### config.mk
export PLATFORM = sky130hd
export DESIGN_NAME = tmgr_glyph_mask
export DESIGN_NICKNAME = d
export VERILOG_FILES = /design/src/hw/rtl/tmgr_pkg.sv /design/src/hw/rtl/tmgr_glyph_mask.sv
export SDC_FILE = /design/constraint.sdc
export NUM_CORES = 1
export LEC_CHECK = 0
export BUFFER_PORTS_ARGS = -buffer_cell sky130_fd_sc_hd__buf_2
export CORE_MARGIN = 3
export CORE_UTILIZATION = 40
export DETAILED_ROUTE_END_ITERATION = 8
export PLACE_DENSITY_LB_ADDON = 0.25
export REMOVE_ABC_BUFFERS = 1
export SYNTH_ARGS = -nofsm -noshare
export SYNTH_HDL_FRONTEND = slang
export SYNTH_SLANG_ARGS = --single-unit
export TNS_END_PERCENT = 1
### constraint.sdc
create_clock -name vclk -period 4.45
set_input_delay 0.6675 -clock vclk [all_inputs]
set_output_delay 0.6675 -clock vclk [all_outputs]
set_load 0.1 [all_outputs]
### src/hw/rtl/tmgr_pkg.sv
// tmgr_pkg: shared types, constants, font table and character mapping
// for the text-mode glyph renderer. No dependencies.
package tmgr_pkg;

    // Screen and text grid geometry
    localparam int unsigned SCREEN_WIDTH  = 128;
    localparam int unsigned SCREEN_HEIGHT = 64;
    localparam int unsigned TEXT_COLUMNS  = 16;
    localparam int unsigned TEXT_LINES    = 4;
    localparam int unsigned CELL_H        = 14;
    localparam int unsigned ORIGIN_Y      = 5;

    // Framebuffer organization
    localparam int unsigned STORE_BYTES = SCREEN_WIDTH * SCREEN_HEIGHT / 8;
    localparam int unsigned ADDR_W      = $clog2(STORE_BYTES);
    localparam int unsigned X_W         = $clog2(SCREEN_WIDTH);
    localparam int unsigned PAGE_W      = $clog2(SCREEN_HEIGHT / 8);

    // Glyph footprint: 3x5 dots, each a 2x2 block -> 6 byte columns, up to 3 pages
    localparam int unsigned GLYPH_ROWS  = 5;
    localparam int unsigned DOT_ROWS    = 2 * GLYPH_ROWS;
    localparam int unsigned BYTE_COLS   = 6;
    localparam int unsigned PAGE_SPAN   = 3;
    localparam int unsigned GLYPH_BITS  = 3 * GLYPH_ROWS;

    // Font indexes
    localparam logic [5:0] DIGIT_BASE  = 6'd26;
    localparam logic [5:0] BLANK_GLYPH = 6'd36;

    // Function codes
    localparam logic [1:0] FN_CLEAR = 2'd0;
    localparam logic [1:0] FN_PUT   = 2'd1;
    localparam logic [1:0] FN_READ  = 2'd2;

    // Character codes with special handling
    localparam logic [7:0] CH_NUL   = 8'h00;
    localparam logic [7:0] CH_SPACE = 8'h20;

    // Request to the glyph mask unit
    typedef struct packed {
        logic [GLYPH_BITS-1:0] glyph;     // row 0 in the top three bits
        logic [1:0]            dot_col;   // glyph column 0..2
        logic [2:0]            y_off;     // glyph origin row within its page
        logic [1:0]            page_sel;  // page 0..2 relative to origin page
    } t_mask_req;

    // Framebuffer write port
    typedef struct packed {
        logic              en;
        logic [ADDR_W-1:0] addr;
        logic [7:0]        data;
    } t_mem_wr;

    // Font table: one octal digit per glyph row, top row first, MSB = left dot
    function automatic logic [GLYPH_BITS-1:0] glyph_bits(input logic [5:0] idx);
        logic [GLYPH_BITS-1:0] g;
        unique case (idx)
            6'd0:  g = 15'o25755;  6'd1:  g = 15'o65656;
            6'd2:  g = 15'o34443;  6'd3:  g = 15'o65556;
            6'd4:  g = 15'o74647;  6'd5:  g = 15'o74644;
            6'd6:  g = 15'o34553;  6'd7:  g = 15'o55755;
            6'd8:  g = 15'o72227;  6'd9:  g = 15'o11152;
            6'd10: g = 15'o56465;  6'd11: g = 15'o44447;
            6'd12: g = 15'o57755;  6'd13: g = 15'o65555;
            6'd14: g = 15'o25552;  6'd15: g = 15'o65644;
            6'd16: g = 15'o25521;  6'd17: g = 15'o65665;
            6'd18: g = 15'o34216;  6'd19: g = 15'o72222;
            6'd20: g = 15'o55557;  6'd21: g = 15'o55552;
            6'd22: g = 15'o55775;  6'd23: g = 15'o55255;
            6'd24: g = 15'o55222;  6'd25: g = 15'o71247;
            6'd26: g = 15'o75557;  6'd27: g = 15'o26227;
            6'd28: g = 15'o61247;  6'd29: g = 15'o61216;
            6'd30: g = 15'o55711;  6'd31: g = 15'o74616;
            6'd32: g = 15'o34652;  6'd33: g = 15'o71222;
            6'd34: g = 15'o75757;  6'd35: g = 15'o25316;
            6'd37: g = 15'o00002;  6'd38: g = 15'o00024;
            6'd39: g = 15'o22202;  6'd40: g = 15'o61202;
            6'd41: g = 15'o22000;  6'd42: g = 15'o00700;
            6'd43: g = 15'o02020;
            default: g = '0;
        endcase
        return g;
    endfunction

    // Character byte to font index; lowercase folds to uppercase
    function automatic logic [5:0] map_glyph(input logic [7:0] ch);
        logic [7:0] c;
        logic [5:0] idx;
        c = ch;
        if (c >= 8'h61 && c <= 8'h7A) begin
            c = c - 8'd32;
        end
        priority if (c >= 8'h41 && c <= 8'h5A) begin
            idx = 6'(c - 8'h41);
        end else if (c >= 8'h30 && c <= 8'h39) begin
            idx = DIGIT_BASE + 6'(c - 8'h30);
        end else if (c == 8'h2E) begin
            idx = 6'd37;
        end else if (c == 8'h2C) begin
            idx = 6'd38;
        end else if (c == 8'h21) begin
            idx = 6'd39;
        end else if (c == 8'h3F) begin
            idx = 6'd40;
        end else if (c == 8'h27) begin
            idx = 6'd41;
        end else if (c == 8'h2D) begin
            idx = 6'd42;
        end else if (c == 8'h3A) begin
            idx = 6'd43;
        end else begin
            idx = BLANK_GLYPH;
        end
        return idx;
    endfunction

endpackage

### src/hw/rtl/tmgr_glyph_mask.sv
// tmgr_glyph_mask: shared shift unit; builds the OR mask of one framebuffer byte
// (one pixel column, one page) of a doubled 3x5 glyph. Depends on tmgr_pkg.
module tmgr_glyph_mask (
    input  tmgr_pkg::t_mask_req i_req,
    output logic [7:0]          o_mask
);

    logic [tmgr_pkg::DOT_ROWS-1:0] strip;
    logic [23:0]                   window;

    // Vertical strip: each glyph row covers two pixel rows
    always_comb begin
        for (int r = 0; r < tmgr_pkg::DOT_ROWS; r++) begin
            logic [2:0] row_val;
            row_val = i_req.glyph[(tmgr_pkg::GLYPH_BITS - 3) - 3 * (r / 2) +: 3];
            unique case (i_req.dot_col)
                2'd0:    strip[r] = row_val[2];
                2'd1:    strip[r] = row_val[1];
                default: strip[r] = row_val[0];
            endcase
        end
    end

    // Align strip to its page offset, then pick the requested page byte
    assign window = {{(24 - tmgr_pkg::DOT_ROWS){1'b0}}, strip} << i_req.y_off;

    always_comb begin
        unique case (i_req.page_sel)
            2'd0:    o_mask = window[7:0];
            2'd1:    o_mask = window[15:8];
            default: o_mask = window[23:16];
        endcase
    end

endmodule

# Word level (Yosys, flattened, before mapping)
# Index checks and enable logic that the tools add are counted.
[word_totals]
register_bits = 0
input_bits = 22
out_inout_bits = 8
word_cells = 11
[classes]
eq_ne = 2
n_shift = 1
n_mux = 6
n_reduce_logical = 2
[op_table]
columns = ["cell", "count"]
rows = [
  ["$shl A10 B3 Y24", 1],
  ["$pmux W8 S2", 1],
  ["$pmux W1 S2", 5],
  ["$eq A2 B1 Y1 const B", 2],
  ["$logic_not A2 Y1", 2],
]

# Logic depth before layout (Yosys ltp)
# Gate-level depths: netlist of run 1.
[logic_depth]
depth_word = 4
ltp_mapped = 6
depth_no_buf = 5

# Worst setup path after synthesis of run 1
# Ideal clock, no wire load.
[synth_timing]
path_kind = "input to output"
startpoint = "in i_req[2] (netlist name)"
endpoint = "out o_mask[2]"
t_arrival_ps = 3113
required_ps = 3783
path_slack_ps = 670
cell_stages = 4
path_buffers = 1
cell_sequence = "buf_2 mux4_2 a32o_1 o22ai_1"
[synth_via]
elab_chain_cells = 2
[synth_lines]
columns = ["item", "line", "rtl"]
rows = [
  ["start: declaration", "tmgr_glyph_mask.sv:4", "input tmgr_pkg::t_mask_req i_req,"],
  ["$shl A10 B3 Y24", "tmgr_glyph_mask.sv:25", "assign window = {{(24 - tmgr_pkg::DOT_ROWS){1'b0}}, strip} << i_req.y_off;"],
  ["$pmux W8 S2", "tmgr_glyph_mask.sv:28", "unique case (i_req.page_sel)"],
  ["end: declaration", "tmgr_glyph_mask.sv:5", "output logic [7:0] o_mask"],
]
# Every way passes these cells.

# Worst setup path after layout of run 1
[layout_timing]
startpoint = "in i_req[5] (netlist name)"
endpoint = "out o_mask[4]"
[layout_via]
elab_chain_cells = 4
word_cells_on_any_way = 9
classes_between = "eq/ne: 1; shift: 1; mux: 6; reduce/logical: 1"
[layout_lines]
columns = ["item", "line", "rtl"]
rows = [
  ["$eq A2 B1 Y1 / $logic_not A2 Y1 (equally long branches)", "tmgr_glyph_mask.sv:16", "unique case (i_req.dot_col)"],
  ["$pmux W1 S2", "tmgr_glyph_mask.sv:16", ""],
  ["$shl A10 B3 Y24 (*)", "tmgr_glyph_mask.sv:25", ""],
  ["$pmux W8 S2 (*)", "tmgr_glyph_mask.sv:28", ""],
]
# Mark *: on every way between the ends. The rest lies on a longest branch, timed or not.

==> flow_summary.toml, run 1 <==
[power]
p_leak_nw = 0.328
ir_drop_v = 0.000143
total_power_uw = 120
pwr_density_cell_mw_per_mm2 = 174

[status]
status = "completed"

[routing]
route.detailed.drc = 0
totalWireLength_mm = 1.48
routed_via_density = 5.79
vias = 620
drt-initial-drc-count = 14
firstDrtPassIters = 4
wl_per_cell_um = 13.8
ant_nets = 0

[sta]
finalSetupViolations = 0
rsz0062_at_grt = "false"
tns_ns = 0
fmax_mhz = 328
finalCritPeriodShare_pct = 68.5
final_max_slew_viol_count = 0
hold_viol = 0
max-slew-margin-rel_pct = 67.7
worstMarginPinSlew_ns = 0.488
layout_min_cycle_time_ns = 3.05

[critical_path]
cp_max_fo = 7
end_kind = "primary output"
critPathMostFrequentCell = "buf_2"
cp_slowest_stage_delay_ns = 0.50
cp.required_ns = 3.78
crit_family = "multiplexers"
worstPathArrival_ns = 2.38
worstPathBufferInverterCount = 2
cpMaxStageDelayCell = "mux4_2"
path_cells = "buf_2 > mux2_4 > mux4_2 > nor2b_1 > a21oi_1 > o221ai_1 > buf_2"
path_class = "in2out"
start_kind = "input pin"

[layout]
antennaDiodeCount = 0
design.seq.count = 0
seq_area_um2 = 0
area_growth_pct = 24.0
nFillCells = 117
num-clock-buffers = 0
drive_above_1_share_pct = 47.3
fin_nets = 117

[placed_design]
dpl.hpwl_mm = 1.27
port_buffers = 30
gp_congestion = 0.830

[synthesis]
yosys.cell_types.count = 31
synth_area_leaders = "mux4_2, mux2_4, mux2_2"
syn_area_um2 = 558
syn_inst = 69
synth_warnings = 0
yosysTopAreaCell = "mux4_2"
avgSynthCellArea_um2 = 8.09
synth_commonest_cells = "o22ai_1, mux2_2, mux2i_1, nand2_1, nor2_1"
ys_seq_area_share_pct = 0
yosys.area.top_type_share_pct = 12.1
yosysMostFrequentCell = "o22ai_1"

[floorplanning]
die_w_um = 43.4
ios = 30
start_util_pct = 46.5
die_height_um = 43.4
design.core.area_mm2 = 0.00120
rows = 12
dieArea_mm2 = 0.00188

[grt]
antenna_found_initial = 0
overflow = 0
grt_use_total_pct = 15.6
first_global_vias = 554
grt_max_degree = 13
grt_pass1_wl_mm = 2.43

[clock_network]
post_cts_buffers = 0
holdBufCountCts = 0
cts_resized = 0

[run]
drv_cap = 0

[hold_path]
hp-class = "in2out"
path summary, 6_finish.rpt:
kind / start / end / slack (ns) / cells past startpoint
hold / removal: i_req[0] / o_mask[4] / 1.97 / 4
setup / recovery: i_req[5] / o_mask[4] / 1.40 / 7
routing by layer:
metal  vias to the layer above  global-route usage, %  routed length, um
li1                        319                      -                  -
met1                       292                   23.1                655
met2                         9                   26.3                793
met3                         0                      0                 26
met4                         0                   1.20                  0
met5                         -                      0                  0
layout make-up:
type	instances	area, um^2	share of cell area (%)
multi-input cells	59	509	73.6
repair buffers	30	150	21.7
well taps	14	17.5	2.53
inverters	4	15.0	2.17
per-stage QoR:
| stage | util, % | instances | worst slack (ns) | hold slack [ns] | cell area, um^2 |
|---|---|---|---|---|---|
| final | 57.6 | 107 | 1.40 | 1.97 | 692 |
| after CTS | 57.6 | 107 | 1.41 | 1.97 | 692 |
| after detailed placement | 57.6 | 107 | 1.40 | 1.96 | 692 |
| after floorplan | - | 63 | 0.828 | 2.03 | 524 |
| after global placement | 57.6 | 107 | 1.42 | 1.97 | 692 |
| after global routing | 57.6 | 107 | 1.30 | 2.02 | 692 |
where the power goes:
| part | internal (mW) | total [mW] | switching (mW) |
|---|---|---|---|
| clock | 0 | 0 | 0 |
| combinational | 0.0402 | 0.120 | 0.0798 |
| sequential | 0 | 0 | 0 |
| total | 0.0402 | 0.120 | 0.0798 |
kinds of logic after synthesis:
group | count (synthesis) | synth area share, %
multiplexers | 18 | 46.0
buffers and inverters | 10 | 8.74
AO/OA/AOI/OAI | 21 | 26.9
AND/OR/NAND/NOR | 20 | 18.4
layout by cell type (no fill, tap or decap), types with 2 or more instances in the layout:
cell       n
a21oi_1    2
buf_2     30
inv_1      4
mux2_2     5
mux2_4     4
mux2i_1    5
mux4_2     3
nand2_1    5
nand2b_1   3
nand3b_1   2
nor2_1     5
o211ai_1   3
o21ai_0    2
o22ai_1    6
Power figures use the tool's default switching activity.
==> run 2: changes to the inputs <==
ABC_AREA = 1   (was not set)
clock period = 2.63 ns   (was 4.45 ns; I/O delays follow)
==> run 2 against run 1 <==
Final cell count up 50%. Worst hold slack worse by 0.57 ns. Sequential cell count unchanged. Largest cell class unchanged. Die area unchanged. Non-clock buffer count unchanged. Highest routed layer unchanged. Largest power group unchanged. Routed wire length up 12%. Worst setup slack worse by 1.0 ns. Critical path depth unchanged. First-iteration DRC count rose to 2.6 times the previous value. Critical endpoint is now o_mask[6]. Sequential share of layout area unchanged.
==> flow_summary.toml, run 2 <==
[synthesis]
yosys.cell_types.count = 16
yosysMostFrequentCell = "nand3_1"
synth_warnings = 0
syn_area_um2 = 558
yosys.area.top_type_share_pct = 28.7
synth_area_leaders = "nand3_1, nand2_1, inv_1"
syn_inst = 119
ys_seq_area_share_pct = 0
yosysTopAreaCell = "nand3_1"
synth_commonest_cells = "nand3_1, nand2_1, inv_1"
avgSynthCellArea_um2 = 4.69

[layout]
drive_above_1_share_pct = 24.5
fin_nets = 171
num-clock-buffers = 0
antennaDiodeCount = 0
design.seq.count = 0
seq_area_um2 = 0
area_growth_pct = 27.1
mostFrequentLayoutCells = "nand3_1, nand2_1, buf_2"
final_common_cell = "nand3_1"

[sta]
worstMarginPinSlew_ns = 0.488
layout_min_cycle_time_ns = 2.24
rsz0062_at_grt = "false"
finalCritPeriodShare_pct = 85.3
final_max_slew_viol_count = 0
fmax_mhz = 446
hold_viol = 0
hold-worst-slack_ns = 1.41
tns_ns = 0
finalSetupViolations = 0
max-slew-margin-rel_pct = 67.7

[routing]
totalWireLength_mm = 1.65
wl_met3_um = 137
ant_nets = 0
wl_per_cell_um = 10.3
top_layer = "met3"
met1_length_um = 758
vias = 856
drt-initial-drc-count = 37
firstDrtPassIters = 4
route.detailed.drc = 0
routed_via_density = 5.32
wl_met2_um = 755

[clock_network]
holdBufCountCts = 0
post_cts_buffers = 0
cts_resized = 0

[power]
ir_drop_v = 0.000153
total_power_uw = 195
pwr_density_cell_mw_per_mm2 = 275
p_leak_nw = 0.459

[critical_path]
endpoint = "o_mask[6]"
cp_max_fo = 7
end_kind = "primary output"
startpoint = "i_req[1]"
start_kind = "input pin"
worstPathArrival_ns = 1.85
cp.required_ns = 2.24
path_class = "in2out"

[floorplanning]
start_util_pct = 46.5
ios = 30
die_height_um = 43.4
rows = 12
dieArea_mm2 = 0.00188
design.core.area_mm2 = 0.00120
die_w_um = 43.4

[grt]
grt_max_degree = 11
overflow = 0
antenna_found_initial = 0
grt_pass1_wl_mm = 2.66
grt_use_total_pct = 16.9
first_global_vias = 649

[run]
drv_cap = 0

[placed_design]
gp_congestion = 0.909
port_buffers = 30
dpl.hpwl_mm = 1.42

[hold_path]
hp-class = "in2out"

[status]
status = "completed"
[run 2: cell count changes after synthesis, sizes merged, moves of 4 or more]
cell and delta:
inv +21, nand3 +32, nand4 +9, nand2 +26
mux2i -4, nor2 +5, o22ai -6, mux2 -9
[run 2: power breakdown]
group	switching (mW)	internal (mW)	leakage, nW	total [mW]
combinational	0.149	0.0466	0.459	0.195
clock	0	0	0	0
sequential	0	0	0	0
total	0.149	0.0466	0.459	0.195
[run 2: metal layers]
layer	vias up	GRT usage [%]
met1	360	27.8
li1	451	-
met2	45	25.7
met5	-	0
met3	0	0
met4	0	0
[run 2: logic make-up (layout without fill, tap and decap cells)]
kind of cell	after synthesis	in the layout	share of synthesized area [%]
buf+inv	27	55	20.2
compound gates	6	6	5.38
simple gates	84	84	70.9
mux	2	2	3.59
[run 2: how the worst min path moves through the flow]
| stage | startpoint | slack [ns] | end | cells past startpoint |
|---|---|---|---|---|
| final | i_req[4] | 1.41 | o_mask[1] | 5 |
| after floorplan | i_req[4] | 1.33 | o_mask[0] | 4 |
| after detailed placement | i_req[4] | 1.40 | o_mask[1] | 5 |
| after CTS | i_req[4] | 1.40 | o_mask[1] | 5 |
| after global placement | i_req[4] | 1.39 | o_mask[1] | 5 |
| after global routing | i_req[4] | 1.45 | o_mask[1] | 5 |
[run 2: through the flow]
| stage | cells | area, um^2 | setup slack (ns) | utilization [%] |
|---|---|---|---|---|
| after floorplan | 117 | 542 | 0.486 | - |
| after global placement | 161 | 709 | 0.461 | 59.1 |
| after detailed placement | 161 | 709 | 0.427 | 59.1 |
| after CTS | 161 | 709 | 0.422 | 59.1 |
| after global routing | 161 | 709 | 0.332 | 59.1 |
| final | 161 | 709 | 0.386 | 59.1 |
[run 2: worst max-delay path: stages]
cell and delay [ns]:
buf_2 0.11, nor2_1 0.18, inv_1 0.08, nor2_1 0.35, nand3_1 0.19, nand3_1 0.12
buf_2 0.42
[run 2: area by class of cell]
class              count  area (um^2)
inverters             25         96.3
repair buffers        30          150
fillers              124          492
multi-input cells     92          445
well taps             14         17.5
==> run 3: changes to the inputs <==
CORE_MARGIN = 2   (was 3)
TNS_END_PERCENT = not set   (was 1)
==> run 3 against run 2 <==
Worst hold slack better by 0.011 ns. Power down 0.46%. Combinational power about the same. Sequential cell count unchanged. Non-clock buffer count unchanged. Sequential share of layout area unchanged. Via count down 0.93%. Die area down 9.0%. Cell area up 0.18%. Count of clock-buffer cells in the layout unchanged. Largest power group unchanged. Highest routed layer unchanged.
==> flow_summary.toml, run 3 (synthesized netlist as in run 2, its figures left out) <==
[layout]
design.seq.count = 0
design_area_um2 = 711
antennaDiodeCount = 0
final_core_util_pct = 54.6
final_common_cell = "nand3_1"
fin_nets = 171
drive_above_1_share_pct = 24.5
mostFrequentLayoutCells = "nand3_1, nand2_1, buf_2"
num-clock-buffers = 0
seq_area_um2 = 0
final_cells = 162
area_growth_pct = 27.4

[sta]
finalCritPeriodShare_pct = 85.0
final_max_slew_viol_count = 0
setup_slack_ns = 0.395
max-slew-margin-rel_pct = 67.7
fmax_mhz = 447
finalSetupViolations = 0
layout_min_cycle_time_ns = 2.24
worstMarginPinSlew_ns = 0.483
hold_viol = 0
tns_ns = 0
rsz0062_at_grt = "false"

[routing]
route.detailed.drc = 0
firstDrtPassIters = 4
wl_per_cell_um = 9.58
routed_via_density = 5.23
ant_nets = 0
vias = 848
drt-initial-drc-count = 36
totalWireLength_mm = 1.55

[grt]
grt_use_total_pct = 20.9
grt_max_degree = 11
overflow = 0
antenna_found_initial = 0
first_global_vias = 657
grt_pass1_wl_mm = 2.53

[hold_path]
hp-class = "in2out"

[critical_path]
cp_slowest_stage_delay_ns = 0.42
cp.required_ns = 2.24
end_kind = "primary output"
path_class = "in2out"
cp_max_fo = 7
worstPathArrival_ns = 1.84
path_cells = "buf_2 > nor2_1 > inv_1 > nor2_1 > nand3_1 > nand3_1 > buf_2"
startpoint = "i_req[1]"
start_kind = "input pin"
cpMaxStageDelayCell = "buf_2"
endpoint = "o_mask[6]"

[power]
pwr_density_cell_mw_per_mm2 = 273
p_leak_nw = 0.459
ir_drop_v = 0.000192

[placed_design]
gp_congestion = 0.817
placed_cells = 162
placed_cell_area_um2 = 711
place_ws_ns = 0.396
port_buffers = 30
dpl.hpwl_mm = 1.33

[floorplanning]
ios = 30
rows = 13
design.core.area_mm2 = 0.00130
die_w_um = 41.4
die_height_um = 41.4
dieArea_mm2 = 0.00171
start_util_pct = 42.9

[clock_network]
holdBufCountCts = 0
cts_resized = 0
post_cts_buffers = 0

[status]
status = "completed"

[run]
drv_cap = 0
-- run 3: routing by layer --
| layer | wire, um | share of wire (%) | global-route usage (%) | vias to the layer above |
|---|---|---|---|---|
| li1 | - | - | - | 450 |
| met1 | 713 | 46 | 29.4 | 371 |
| met2 | 734 | 47 | 37.9 | 27 |
| met3 | 103 | 6.6 | 0 | 0 |
| met4 | 0 | 0 | 0 | 0 |
| met5 | 0 | 0 | 0 | - |
-- run 3: report_power, final --
| part | switching, mW | internal [mW] |
|---|---|---|
| Clock | 0 | 0 |
| Combinational | 0.148 | 0.0466 |
| Sequential | 0 | 0 |
| Total | 0.148 | 0.0466 |
-- run 3: final cells by class --
| cell class | count | area [um^2] |
|---|---|---|
| multi-input cells | 92 | 445 |
| well taps | 15 | 18.8 |
| inverters | 25 | 96.3 |
| repair buffers | 30 | 150 |
| fillers | 158 | 591 |
-- run 3: worst min-delay path by stage --
stage,to,cells after the start,slack [ns],from
3_5_place_dp,o_mask[2],5,1.41,i_req[4]
6_report,o_mask[2],5,1.42,i_req[4]
2_1_floorplan,o_mask[0],4,1.33,i_req[4]
3_3_place_gp,o_mask[2],5,1.41,i_req[4]
5_1_grt,o_mask[2],5,1.44,i_req[4]
4_1_cts,o_mask[2],5,1.41,i_req[4]
-- run 3: per-stage QoR --
step | hold WS (ns) | power [mW]
CTS | 1.41 | 0.194
global route | 1.44 | 0.211
floorplan | 1.33 | 0.150
detailed placement | 1.41 | 0.194
global placement | 1.41 | 0.193
finish | 1.42 | 0.194
-- run 3: critical path, delay by kind of cell --
| family | cells | cell delay, ns |
|---|---|---|
| and+or+nand+nor | 4 | 0.83 |
| buffers and inverters | 3 | 0.61 |
